<file path="config.mk">
export PLATFORM = sky130hd
export DESIGN_NAME = iirdf1_divider
export DESIGN_NICKNAME = d
export VERILOG_FILES = /design/src/iirdf1_pkg.sv /design/src/iirdf1_divider.sv
export SDC_FILE = /design/constraint.sdc
export NUM_CORES = 1
export LEC_CHECK = 0
export BUFFER_PORTS_ARGS = -buffer_cell sky130_fd_sc_hd__clkbuf_2
export CELL_PAD_IN_SITES_DETAIL_PLACEMENT = 1
export CELL_PAD_IN_SITES_GLOBAL_PLACEMENT = 1
export CORE_MARGIN = 5
export CORE_UTILIZATION = 41
export CTS_BUF_LIST = sky130_fd_sc_hd__clkbuf_8
export DETAILED_ROUTE_END_ITERATION = 6
export GPL_ROUTABILITY_DRIVEN = 0
export PLACE_DENSITY_LB_ADDON = 0.08
export SYNTH_ARGS = -nofsm -noshare
export SYNTH_HDL_FRONTEND = slang
export SYNTH_SLANG_ARGS = --single-unit
</file>
<file path="constraint.sdc">
create_clock -name clk -period 4.8 [get_ports clk]
set_input_delay 0.96 -clock clk [delete_from_list [all_inputs] [get_ports clk]]
set_output_delay 0.96 -clock clk [all_outputs]
set_load 0.01 [all_outputs]
</file>
<file path="src/iirdf1_pkg.sv">
`timescale 1ns / 1ps
// ----------------------------------------------------------------------------
// iirdf1_pkg
// Shared types and constants for the direct form I filter core.
// ----------------------------------------------------------------------------
package iirdf1_pkg;

	localparam int ORDER_W = 4;
	localparam int OUT_W = 26;
	localparam int STATUS_W = 2;
	localparam logic [ORDER_W-1:0] ORDER_RESET = 4'd4;

	localparam logic [STATUS_W-1:0] STATUS_OK = 2'd0;
	localparam logic [STATUS_W-1:0] STATUS_DIV_ZERO = 2'd1;
	localparam logic [STATUS_W-1:0] STATUS_SATURATED = 2'd2;

	localparam logic REQ_LOAD = 1'b0;
	localparam logic REQ_SAMPLE = 1'b1;

	// signed 64 bit accumulation, 64 bit division
	localparam int ACC_W = 64;
	localparam int DIV_W = 64;

	// divider command and response
	typedef struct packed {
		logic start;
		logic signed [DIV_W-1:0] num;
		logic signed [DIV_W-1:0] den;
	} div_req_t;

	typedef struct packed {
		logic done;
		logic signed [DIV_W-1:0] quo;
	} div_rsp_t;

endpackage

</file>
<file path="src/iirdf1_divider.sv">
`timescale 1ns / 1ps
// ----------------------------------------------------------------------------
// iirdf1_divider
// Radix-2 restoring divider, signed, truncating toward zero, one bit a cycle.
// ----------------------------------------------------------------------------
module iirdf1_divider (
	input  logic                 clk,
	input  logic                 arst_n,
	input  iirdf1_pkg::div_req_t req,
	output iirdf1_pkg::div_rsp_t rsp
);

	localparam int W = iirdf1_pkg::DIV_W;
	localparam int CNT_W = $clog2(W + 1);

	logic busy_q;
	logic [CNT_W-1:0] cnt_q;
	logic [W-1:0] rem_q;
	logic [W-1:0] quo_q;
	logic [W-1:0] den_q;
	logic neg_q;
	logic sat_q;
	logic done_q;

	logic [W:0] trial;
	logic [W-1:0] num_mag;
	logic [W-1:0] den_mag;
	logic [W-1:0] quo_fin;

	assign num_mag = req.num[W-1] ? (~req.num + 1'b1) : req.num;
	assign den_mag = req.den[W-1] ? (~req.den + 1'b1) : req.den;
	assign trial = {rem_q, quo_q[W-1]} - {1'b0, den_q};
	assign quo_fin = neg_q ? (~quo_q + 1'b1) : quo_q;

	always_ff @(posedge clk or negedge arst_n) begin
		if (!arst_n) begin
			busy_q <= 1'b0;
			done_q <= 1'b0;
			cnt_q <= '0;
		end else begin
			done_q <= 1'b0;
			if (req.start) begin
				busy_q <= 1'b1;
				cnt_q <= CNT_W'(W);
			end else if (busy_q) begin
				cnt_q <= cnt_q - 1'b1;
				if (cnt_q == CNT_W'(1)) begin
					busy_q <= 1'b0;
					done_q <= 1'b1;
				end
			end
		end
	end

	always_ff @(posedge clk) begin
		if (req.start) begin
			rem_q <= '0;
			quo_q <= num_mag;
			den_q <= den_mag;
			neg_q <= req.num[W-1] ^ req.den[W-1];
			// most negative over minus one overflows
			sat_q <= (req.num == {1'b1, {(W-1){1'b0}}}) && (req.den == '1);
		end else if (busy_q) begin
			if (!trial[W]) begin
				rem_q <= trial[W-1:0];
				quo_q <= {quo_q[W-2:0], 1'b1};
			end else begin
				rem_q <= {rem_q[W-2:0], quo_q[W-1]};
				quo_q <= {quo_q[W-2:0], 1'b0};
			end
		end
	end

	assign rsp.done = done_q;
	assign rsp.quo = sat_q ? {1'b0, {(W-1){1'b1}}} : quo_fin;

endmodule

</file>
### After elaboration in Yosys (flattened, before gate mapping)

Cells that the tools add are included.

| storage, ports and cells | value |
|---|---|
| input port bits | 131 |
| logic and storage cells | 39 |
| bits in registers | 203 |
| output and inout port bits | 65 |

| operators by class | value |
|---|---|
| $add $sub $neg | 5 |
| mux-type cells | 16 |
| reduce and logical (&&, ||, !) cells | 2 |
| equal/unequal tests | 3 |
| bitwise operators | 4 |

Operator list:

| kind | number |
|---|---|
| 2-to-1 mux 64 bit | 6 |
| adder 64 x 1 -> 64 bit (second input constant) | 3 |
| NOT 64 bit | 3 |
| == test 64 bit (second input constant) | 2 |
| subtractor 65 x 64 -> 65 bit | 1 |
| 2-to-1 mux 63 bit | 1 |
| 2-to-1 mux 7 bit | 2 |
| == test 7 x 1 -> 1 bit (second input constant) | 1 |
| 2-to-1 mux 1 bit | 7 |
| subtractor 7 x 1 -> 7 bit (second input constant) | 1 |
| nonzero test 2 bit | 1 |
| logical AND 1 bit | 1 |
| bitwise XOR 1 bit | 1 |

### Logic depth before layout (Yosys ltp)

Gate-level depths: netlist of run 1.

| depth | value |
|---|---|
| word-level depth | 4 |
| mapped depth | 15 |
| gate-level depth less buffers | 13 |

### Worst setup path before layout of run 1

No wires, ideal clock.

| timing | value |
|---|---|
| path type | reg2out |
| start | reg quo_q[22] |
| end | out rsp[59] (netlist name) |
| arrival time | 3507 ps |
| required time | 3840 ps |
| cell stages (with the launch flop) | 12 |
| slack | 333 ps |
| path buffers | 1 |
| path through | edfxtp_1 -> or3_4 -> or4_4 -> nor3_1 -> or3b_2 -> or3_1 -> or3_1 -> buf_2 -> or3_4 -> o41ai_2 -> xor2_1 -> nand2_1 |

RTL lines:

| element | RTL line | source |
|---|---|---|
| from (decl) | iirdf1_divider.sv:19 | `logic [W-1:0] quo_q;` |
| from (signal assigned) | iirdf1_divider.sv:58 | `quo_q <= num_mag;` |
| from (signal assigned) | iirdf1_divider.sv:66 | `quo_q <= {quo_q[W-2:0], 1'b1};` |
| from (signal assigned) | iirdf1_divider.sv:69 | `quo_q <= {quo_q[W-2:0], 1'b0};` |
| to (decl) | iirdf1_divider.sv:10 | `output iirdf1_pkg::div_rsp_t rsp` |

==> results of run 1 <==
power breakdown:
part,switching [mW],internal (mW)
combinational,1.01,0.662
sequential,0.184,2.10
clock,0.846,1.03
cell usage after synthesis (all sizes together), types with 12 or more instances:
cell type / n / area (um^2)
xnor2: 90 / 788
a21oi: 159 / 796
inv: 97 / 364
edfxtp: 130 / 3900
mux2i: 57 / 571
nor3: 33 / 165
o21ai: 119 / 596
or2: 15 / 93.8
nor2: 182 / 683
a21o: 23 / 173
or3: 40 / 260
o41ai: 29 / 277
dfxtp: 64 / 1280
nor4: 13 / 96.3
o31ai: 64 / 495
and3: 15 / 93.8
ha: 70 / 876
o21bai: 16 / 120
clkbuf: 90 / 338
nor2b: 12 / 75.1
xor2: 146 / 1280
or4: 33 / 274
nand4: 35 / 219
a211oi: 57 / 428
nand2b: 21 / 131
nand2: 186 / 698
nand3: 29 / 145
state kept, by name (all words and copies together), names as in the netlist:
name,count
neg_q,1
cnt_q,7
busy_q,1
rem_q,64
sat_q,1
done_q,1
den_q,64
quo_q,64
layer usage:
layer / vias up / part of all wire [%] / global-route usage, %
met5: - / 0 / 0
met4: 0 / 2.3 / 6.05
met3: 79 / 3.1 / 3.35
met2: 233 / 48 / 39.9
met1: 7449 / 47 / 32.6
li1: 7453 / - / -
cells by family (layout without fill, tap and decap cells):
group | count (synthesis) | in the layout | synth area share [%]
AND/OR/NAND/NOR | 643 | 643 | 19.5
buffers and inverters | 198 | 413 | 4.63
other | 0 | 1 | 0
AO/OA/AOI/OAI | 532 | 532 | 20.9
adder cells (fa/ha/maj) | 71 | 71 | 5.49
multiplexers | 59 | 59 | 3.64
XOR/XNOR | 236 | 236 | 12.7
flip-flops | 203 | 203 | 33.2
worst min path at each step:
| stage | start | to | slack (ns) | depth (start not counted) |
|---|---|---|---|---|
| after floorplan | rem_q[13] | rem_q[13] | 0.45 | 2 |
| after global placement | rem_q[53] | rem_q[53] | 0.48 | 2 |
| after detailed placement | rem_q[61] | rem_q[61] | 0.49 | 2 |
| after CTS | arst_n | cnt_q[5] | 0.20 | 1 |
| after global routing | arst_n | cnt_q[5] | 0.21 | 1 |
| final | arst_n | busy_q | 0.24 | 1 |
layout make-up:
| class | count | area [um^2] |
|---|---|---|
| Antenna cell | 1 | 2.50 |
| Clock buffer | 45 | 619 |
| Clock inverter | 30 | 211 |
| Fill cell | 4788 | 20500 |
| Inverter | 98 | 368 |
| Multi-Input combinational cell | 1541 | 10400 |
| Sequential cell | 203 | 5410 |
| Tap cell | 525 | 657 |
| Timing Repair Buffer | 240 | 1360 |
timing repair:
action	4_1_cts	5_1_grt
setup buffers	9	4
resized for setup	44	14
pin swaps	11	11
hold buffers	0	0
hold endpoints to repair	0	0
endpoints found under the setup margin	27	28
worst reg2reg max path, cell delays in order (launching register included):
cell	delay, ns
edfxtp_1	0.40
inv_1	0.20
ha_1	0.23
fa_1	0.21
nand2b_1	0.15
a21oi_1	0.12
o21a_1	0.26
or3b_2	0.49
nand3b_1	0.31
nand2_1	0.17
a21o_1	0.26
a311oi_4	0.37
buf_4	0.42
mux2i_1	0.15
a211oi_1	0.31
per-stage QoR:
stage | hold slack [ns] | worst slack, ns | instance area (um^2) | setup TNS (ns)
after detailed placement | 0.491 | -0.0161 | 17900 | -0.0161
after global placement | 0.477 | 0.0757 | 17900 | 0
final | 0.235 | -0.337 | 19000 | -2.83
after CTS | 0.195 | -0.350 | 19000 | -3.35
after global routing | 0.210 | -0.499 | 19000 | -6.17
after floorplan | 0.453 | 0.333 | 16300 | 0
==> results.cfg, run 1 <==
[routing]
wl_um = 53900
vias = 15214
drc = 0
routedWlPerCell_um = 20.1
vias_per_cell = 5.67
dr.pass1.iters = 5
drtIter0Drc = 751
ant_nets = 0

[clock_tree]
htreeDepth = 2
clockBufferDepth = 3
path_clk_slew_ns = 0.06
clk_latency_ns = 0.61
clock_sinks = 203
cts_root_buffer = clkbuf_8
cts_made_buffers = 41
cts_tree = yes

[sta]
maxSlewViolCount = 0
grt_setup_unrepaired = yes
layout_min_cycle_time_ns = 5.14
clock_skew_ns = 0.0447
timing.final.crit_share_pct = 107
fmax_mhz = 195
relSlewSlack_pct = 34.7
worstMarginPinSlew_ns = 0.955
finalHoldViolCount = 0
setup_violations = 14
setup_slack_ns = -0.337

[die]
core_area_mm2 = 0.0395
ios = 196
die_h_um = 209
dieArea_mm2 = 0.0439
start_util_pct = 41.2
die_x_um = 209
num_rows = 73

[critical_path]
r2r_cells = 14
cp.depth = 11
cp_max_fo = 4
endpoint = rsp[59]
required_ns = 3.84
r2r_end = rem_q[2]
r2r_slack_ns = 0.65
worst_setup_path_start_kind = flip-flop
cp_num_buf_inv = 1
r2r-start = quo_q[63]
arrival_ns = 4.18
critical_path_class = reg -> out
critPathSlowestCell = or4_4
endpoint_kind = output port
cpPeakStageDelay_ns = 0.46
cp-startpoint = quo_q[21]
cpMostUsedCell = or3_4
critPathTopFamily = simple AND/OR/NAND/NOR gates
cp_cell_sequence = or3_4 > or4_4 > nor3_4 > or3b_4 > or3_4 > or3_4 > or3_4 > o41ai_4 > xor2_1 > nand2_1 > clkbuf_2

[yosys]
synth_nets = 2144
ys_seq_area_share_pct = 33.2
syn_area_mm2 = 0.0163
async_flop_share_pct = 4.43
syn_inst = 1942
ys_ff_latch = 203
syn_avg_cell_area_um2 = 8.40
synth_edf_count = 130
dominantRegCellSynth = edfxtp_1
yosysWarnings = 0
ys_types = 75

[power_and_ir_drop]
pwr_density_cell_mw_per_mm2 = 307
p_leak_nw = 7.64
ir_drop_mv = 0.179
totalPowerFinal_mw = 5.84

[final_layout]
syn_to_final_growth_pct = 16.6
fin_util_pct = 48.1
layout_common_cells = clkbuf_2 (189), nand2_1 (186), nor2_1 (182)
drive_gt1_share_pct = 17.2
layout_commonest_cell = clkbuf_2
layout.nets = 2327
final_cells = 2683

[status]
status = complete, but fails checks
violations = setup timing

[global_route]
grt_pass1_wl_um = 86100
grt_pass1_vias = 15779
grt.total_usage_pct = 23.8
antenna_found_initial = 0
grt_overflow = 0
grt_max_degree = 187

[placed_design]
numPortBuffers = 195
place_inst = 2595
dpl.hpwl_um = 41100

[worst_hold_path]
min_path_type = in -> async

[job]
drv_cap = 0
Note: power is estimated with default switching activity, not from simulation.
==> run 2: changes to the inputs <==
CORE_UTILIZATION = 38   (was 41)
clock period = 5.3 ns   (was 4.8 ns; I/O delays follow)
==> results.cfg, run 2 (same netlist as run 1, synthesis figures left out) <==
[status]
status = finished, final reports clean

[die]
die_x_um = 217
die_h_um = 217
dieArea_mm2 = 0.0472
start_util_pct = 38.1
ios = 196
core_area_mm2 = 0.0428
num_rows = 76

[global_route]
grt_max_degree = 86
antenna_found_initial = 2
grt_pass1_vias = 15645
grt_pass1_wl_um = 86300
grt_overflow = 0
grt.total_usage_pct = 22.6

[worst_hold_path]
min_path_type = in -> async

[sta]
clock_skew_ns = 0.0237
timing.final.crit_share_pct = 99.5
finalHoldViolCount = 0
maxSlewViolCount = 0
worstMarginPinSlew_ns = 0.940
fmax_mhz = 190
layout_min_cycle_time_ns = 5.27
grt_setup_unrepaired = yes
setup_violations = 0
relSlewSlack_pct = 35.7

[clock_tree]
clock_sinks = 203
cts_tree = yes
cts_root_buffer = clkbuf_8
clockBufferDepth = 3
ctsHoldBuffers = 0
htreeDepth = 2
path_clk_slew_ns = 0.06
clk_latency_ns = 0.62
cts_made_buffers = 42

[final_layout]
final_cells = 2692
multi_input_area_mm2 = 0.0103
layout_common_cells = clkbuf_2 (193), nand2_1 (186), nor2_1 (182)
layout.nets = 2313
regArea_mm2 = 0.00541
num-fill-cells = 5195
reg_top3 = den_q x64, quo_q x64, rem_q x64
layout_commonest_cell = clkbuf_2
syn_to_final_growth_pct = 15.4
drive_gt1_share_pct = 16.0

[routing]
routedWlPerCell_um = 20.3
drc = 0
wl_um = 54600
vias_per_cell = 5.64
vias = 15188
drtIter0Drc = 908
ant_nets = 0
dr.pass1.iters = 7

[power_and_ir_drop]
pwr_density_cell_mw_per_mm2 = 279
seq_power_share_pct = 39.4
ir_drop_mv = 0.123
p_int_mw = 3.41
clkPwrFrac_pct = 32.2
swShare_pct = 35.1
totalPowerFinal_mw = 5.25
p_switching_mw = 1.84
pwr-share-comb_pct = 28.4
p_leak_nw = 7.55

[placed_design]
dpl.hpwl_um = 42100
place_inst = 2601
numPortBuffers = 195

[critical_path]
worst_setup_path_start_kind = flip-flop
required_ns = 4.24
endpoint_kind = output port
critical_path_class = reg -> out
arrival_ns = 4.21
cp_max_fo = 4
r2r_slack_ns = 1.11

[job]
drv_cap = 0
==> run 2: layout make-up <==
type                    count  area share, %
flip-flops and latches    203           28.8
clock inverters            29          0.931
well taps                 546           3.63
clock buffers              48           3.51
diodes                      2         0.0266
multi-input cells        1541           54.7
inverters                  98           1.95
repair buffers            225           6.51
==> run 2: critical path: stages, from the launching register on <==
cell and delay, ns:
edfxtp_1 0.40, or3_4 0.41, or4_4 0.46, nor3_4 0.16, or3b_4 0.41, or3_4 0.41
or3_4 0.36, or3_4 0.39, o41ai_4 0.22, xor2_1 0.17, nand2_1 0.07, clkbuf_2 0.15
==> run 2: what timing repair did <==
item,4_1_cts,5_1_grt
resized for setup,15,15
pin swaps,0,3
buffers inserted,8,4
hold endpoints to repair,0,0
endpoints found under the setup margin,18,13
==> run 2: routing by layer <==
layer	GRT usage, %	wire length, um	up-vias	share of wire [%]
li1	-	-	7437	-
met1	31.1	25600	7434	47
met2	37.1	25500	237	47
met3	3.13	1970	78	3.6
met4	7.08	1520	2	2.8
met5	0	13	-	0.024
==> run 2: path summary, 6_finish.rpt <==
check                                from        end  depth (start not counted)
worst max-delay path            quo_q[22]    rsp[59]                         11
worst min-delay path               arst_n   cnt_q[0]                          1
worst max register to register  quo_q[63]  rem_q[14]                         14
worst min register to register  rem_q[53]  rem_q[53]                          2
max in group asynchronous          arst_n     busy_q                          1
min in group clk                rem_q[53]  rem_q[53]                          2
==> run 2: power by group through the flow <==
stage	logic, mW	registers, mW	clock network (mW)
finish	1.49	2.07	1.69
global placement	1.44	2.09	0
CTS	1.49	2.07	1.75
global route	1.66	2.10	1.81
floorplan	1.00	2.04	0
detailed placement	1.46	2.10	0
==> run 2: stage by stage <==
stage	area [um^2]	utilization, %	hold slack, ns	setup TNS, ns	worst slack (ns)
2_1_floorplan	16300	-	0.453	0	0.733
3_3_place_gp	17800	41.5	0.471	0	0.381
3_5_place_dp	17800	41.5	0.484	0	0.300
4_1_cts	18700	43.8	0.252	-0.0106	-0.0106
5_1_grt	18800	44.0	0.292	-0.465	-0.111
6_report	18800	44.0	0.296	0	0.0291
==> run 3: changes to the inputs <==
ABC_AREA = 1   (was unset)
BUFFER_PORTS_ARGS = unset   (was -buffer_cell sky130_fd_sc_hd__clkbuf_2)
DONT_BUFFER_PORTS = 1   (was unset)
SKIP_LAST_GASP = 1   (was unset)
==> results.cfg, run 3 <==
[sta]
worstMarginPinSlew_ns = 1.13
grt_setup_unrepaired = no
relSlewSlack_pct = 24.3
setup_slack_ns = 0.905
setup_violations = 0
layout_min_cycle_time_ns = 4.40
finalHoldViolCount = 0
clock_skew_ns = 0.0439
maxSlewViolCount = 0
fin_tns_setup_ns = 0
timing.final.crit_share_pct = 82.9
fmax_mhz = 228

[global_route]
grt_max_degree = 138
grt_pass1_wl_um = 135000
grt_overflow = 0
busiest_layer = met2
grt_pass1_vias = 23198
grt.total_usage_pct = 29.0
antenna_found_initial = 1
use_met3_pct = 5.69
use_met2_pct = 50.8
globalRouteMet1Util_pct = 31.9

[power_and_ir_drop]
p_leak_nw = 11.4
swShare_pct = 35.6
p_switching_mw = 1.70
pwr_density_cell_mw_per_mm2 = 215
clkPwrFrac_pct = 36.5
seq_power_share_pct = 41.2
ir_drop_mv = 0.211
totalPowerFinal_mw = 4.78
pwr-share-comb_pct = 22.3
p_int_mw = 3.08

[routing]
routedWlPerCell_um = 20.9
drtIter0Drc = 1308
ant_nets = 0
drc = 0
vias = 22499
vias_per_cell = 5.29
wl_um = 89000
dr.pass1.iters = 6

[critical_path]
r2r_cells = 20
arrival_ns = 3.34
endpoint_kind = output port
r2r-start = quo_q[63]
critical_path_class = reg -> out
required_ns = 4.24
cp_cell_sequence = inv_1 > nand3_1 > nor2_1 > nand3_1 > inv_1 > nand2_1 > nor2_1 > nand2_1 > inv_1 > nand3_1 > nand2_1 > nand2_1 > o21ai_0
cp_max_fo = 5
cpMostUsedCell = nand2_1
critPathSlowestCell = o21ai_0
cpPeakStageDelay_ns = 0.52
worst_setup_path_start_kind = flip-flop
r2r_end = rem_q[36]
r2r_slack_ns = 1.53

[final_layout]
layout_common_cells = nand2_1 (1,222), inv_1 (691), nor2_1 (348)
num-fill-cells = 7407
layout.nets = 3728
drive_gt1_share_pct = 3.23
final_cells = 4256
layout_commonest_cell = nand2_1
syn_to_final_growth_pct = 6.99
reg_top3 = den_q x64, quo_q x64, rem_q x64

[die]
die_x_um = 244
dieArea_mm2 = 0.0594
num_rows = 85
ios = 196
core_area_mm2 = 0.0539
start_util_pct = 38.5
die_h_um = 244

[yosys]
synth_nets = 3752
yosysWarnings = 0
synth.area.top_cells = nand2_1 (22%), edfxtp_1 (19%), inv_1 (12%), nand3_1 (6.6%), nor2_1 (6.3%)
dominantRegCellSynth = edfxtp_1
syn_avg_cell_area_um2 = 5.85
ys_ff_latch = 203
synth_area_leader_cell = nand2_1
synth_most_common_cell = nand2_1
syn_inst = 3550
synth_top_area_share_pct = 22.1
synth_edf_count = 130
async_flop_share_pct = 4.43
syn_area_mm2 = 0.0208
ys_types = 48
synthTopCellsByCount = nand2_1 (1,222), inv_1 (673), nor2_1 (350), nand3_1 (275), o21ai_0 (157)
ys_seq_area_share_pct = 26.1

[placed_design]
dpl.hpwl_um = 73500
place_ws_ns = 1.46
place_inst = 4178
numPortBuffers = 0

[clock_tree]
clockBufferDepth = 3
cts_root_buffer = clkbuf_8
path_clk_slew_ns = 0.07
clk_latency_ns = 0.64
post_cts_resized = 0
ctsHoldBuffers = 0
cts_made_buffers = 42
cts_tree = yes
htreeDepth = 2
postCtsSetupBuffers = 0
clock_sinks = 203

[job]
drv_cap = 0

[status]
status = finished, final reports clean

[worst_hold_path]
min_path_type = in -> async
-- run 3: cell count changes after synthesis, sizes merged, moves of 33 or more --
cell	before	now
o31ai	64	8
mux2i	57	0
nand4	35	84
nand3	29	276
nand2	186	1236
o21ai	119	165
a21oi	159	101
xnor2	90	49
nor2	182	362
or3	40	1
xor2	146	83
clkbuf	90	57
inv	97	680
a211oi	57	0
-- run 3: worst max path at each step --
stage               startpoint       end  slack [ns]
finish                quo_q[0]   rsp[55]        0.90
global placement     quo_q[63]  rem_q[7]        1.60
floorplan             req[128]  quo_q[0]        2.05
global route          quo_q[0]   rsp[55]        0.67
detailed placement   quo_q[63]  rem_q[0]        1.46
CTS                   quo_q[0]   rsp[55]        0.83
-- run 3: layer usage --
layer	share of wire [%]	up-vias	wire length [um]
met3	4.7	230	4210
li1	-	11093	-
met4	8.1	0	7170
met5	0	-	0
met1	39	10662	34700
met2	48	514	43000
-- run 3: layout make-up --
| class | instances | area (um^2) | share of cell area [%] |
|---|---|---|---|
| diodes | 1 | 2.50 | 0.0113 |
| clock buffers | 49 | 674 | 3.04 |
| clock inverters | 28 | 185 | 0.834 |
| inverters | 680 | 2550 | 11.5 |
| multi-input cells | 2589 | 12400 | 56.0 |
| flip-flops and latches | 203 | 5410 | 24.4 |
| well taps | 696 | 871 | 3.92 |
| repair buffers | 10 | 75.1 | 0.338 |
-- run 3: power by group through the flow --
| stage | Clock [mW] | Sequential (mW) | Combinational [mW] |
|---|---|---|---|
| after global routing | 1.87 | 1.98 | 1.18 |
| after global placement | 0 | 1.99 | 1.03 |
| after detailed placement | 0 | 2.00 | 1.06 |
| after floorplan | 0 | 1.93 | 0.753 |
| after CTS | 1.80 | 1.97 | 1.06 |
| final | 1.74 | 1.97 | 1.07 |
-- run 3: cell families after synthesis --
family,synth area share [%]
adder cells (fa/ha/maj),4.32
XOR/XNOR,5.57
flip-flops,26.1
AND/OR/NAND/NOR,42.2
AO/OA/AOI/OAI,7.72
buffers and inverters,14.1
-- run 3: critical path, delay by kind of cell (launching register included) --
kind	cells	cell delay [ns]
buffers and inverters	3	0.37
AO/OA/AOI/OAI	1	0.52
AND/OR/NAND/NOR	9	1.43
flip-flops	1	0.36
-- run 3: per-stage QoR --
stage | util (%) | area (um^2) | hold WS (ns)
floorplan | - | 20800 | 0.449
global placement | 39.6 | 21300 | 0.461
detailed placement | 39.6 | 21300 | 0.466
CTS | 41.2 | 22200 | 0.0622
global route | 41.2 | 22200 | 0.0725
finish | 41.2 | 22200 | 0.113
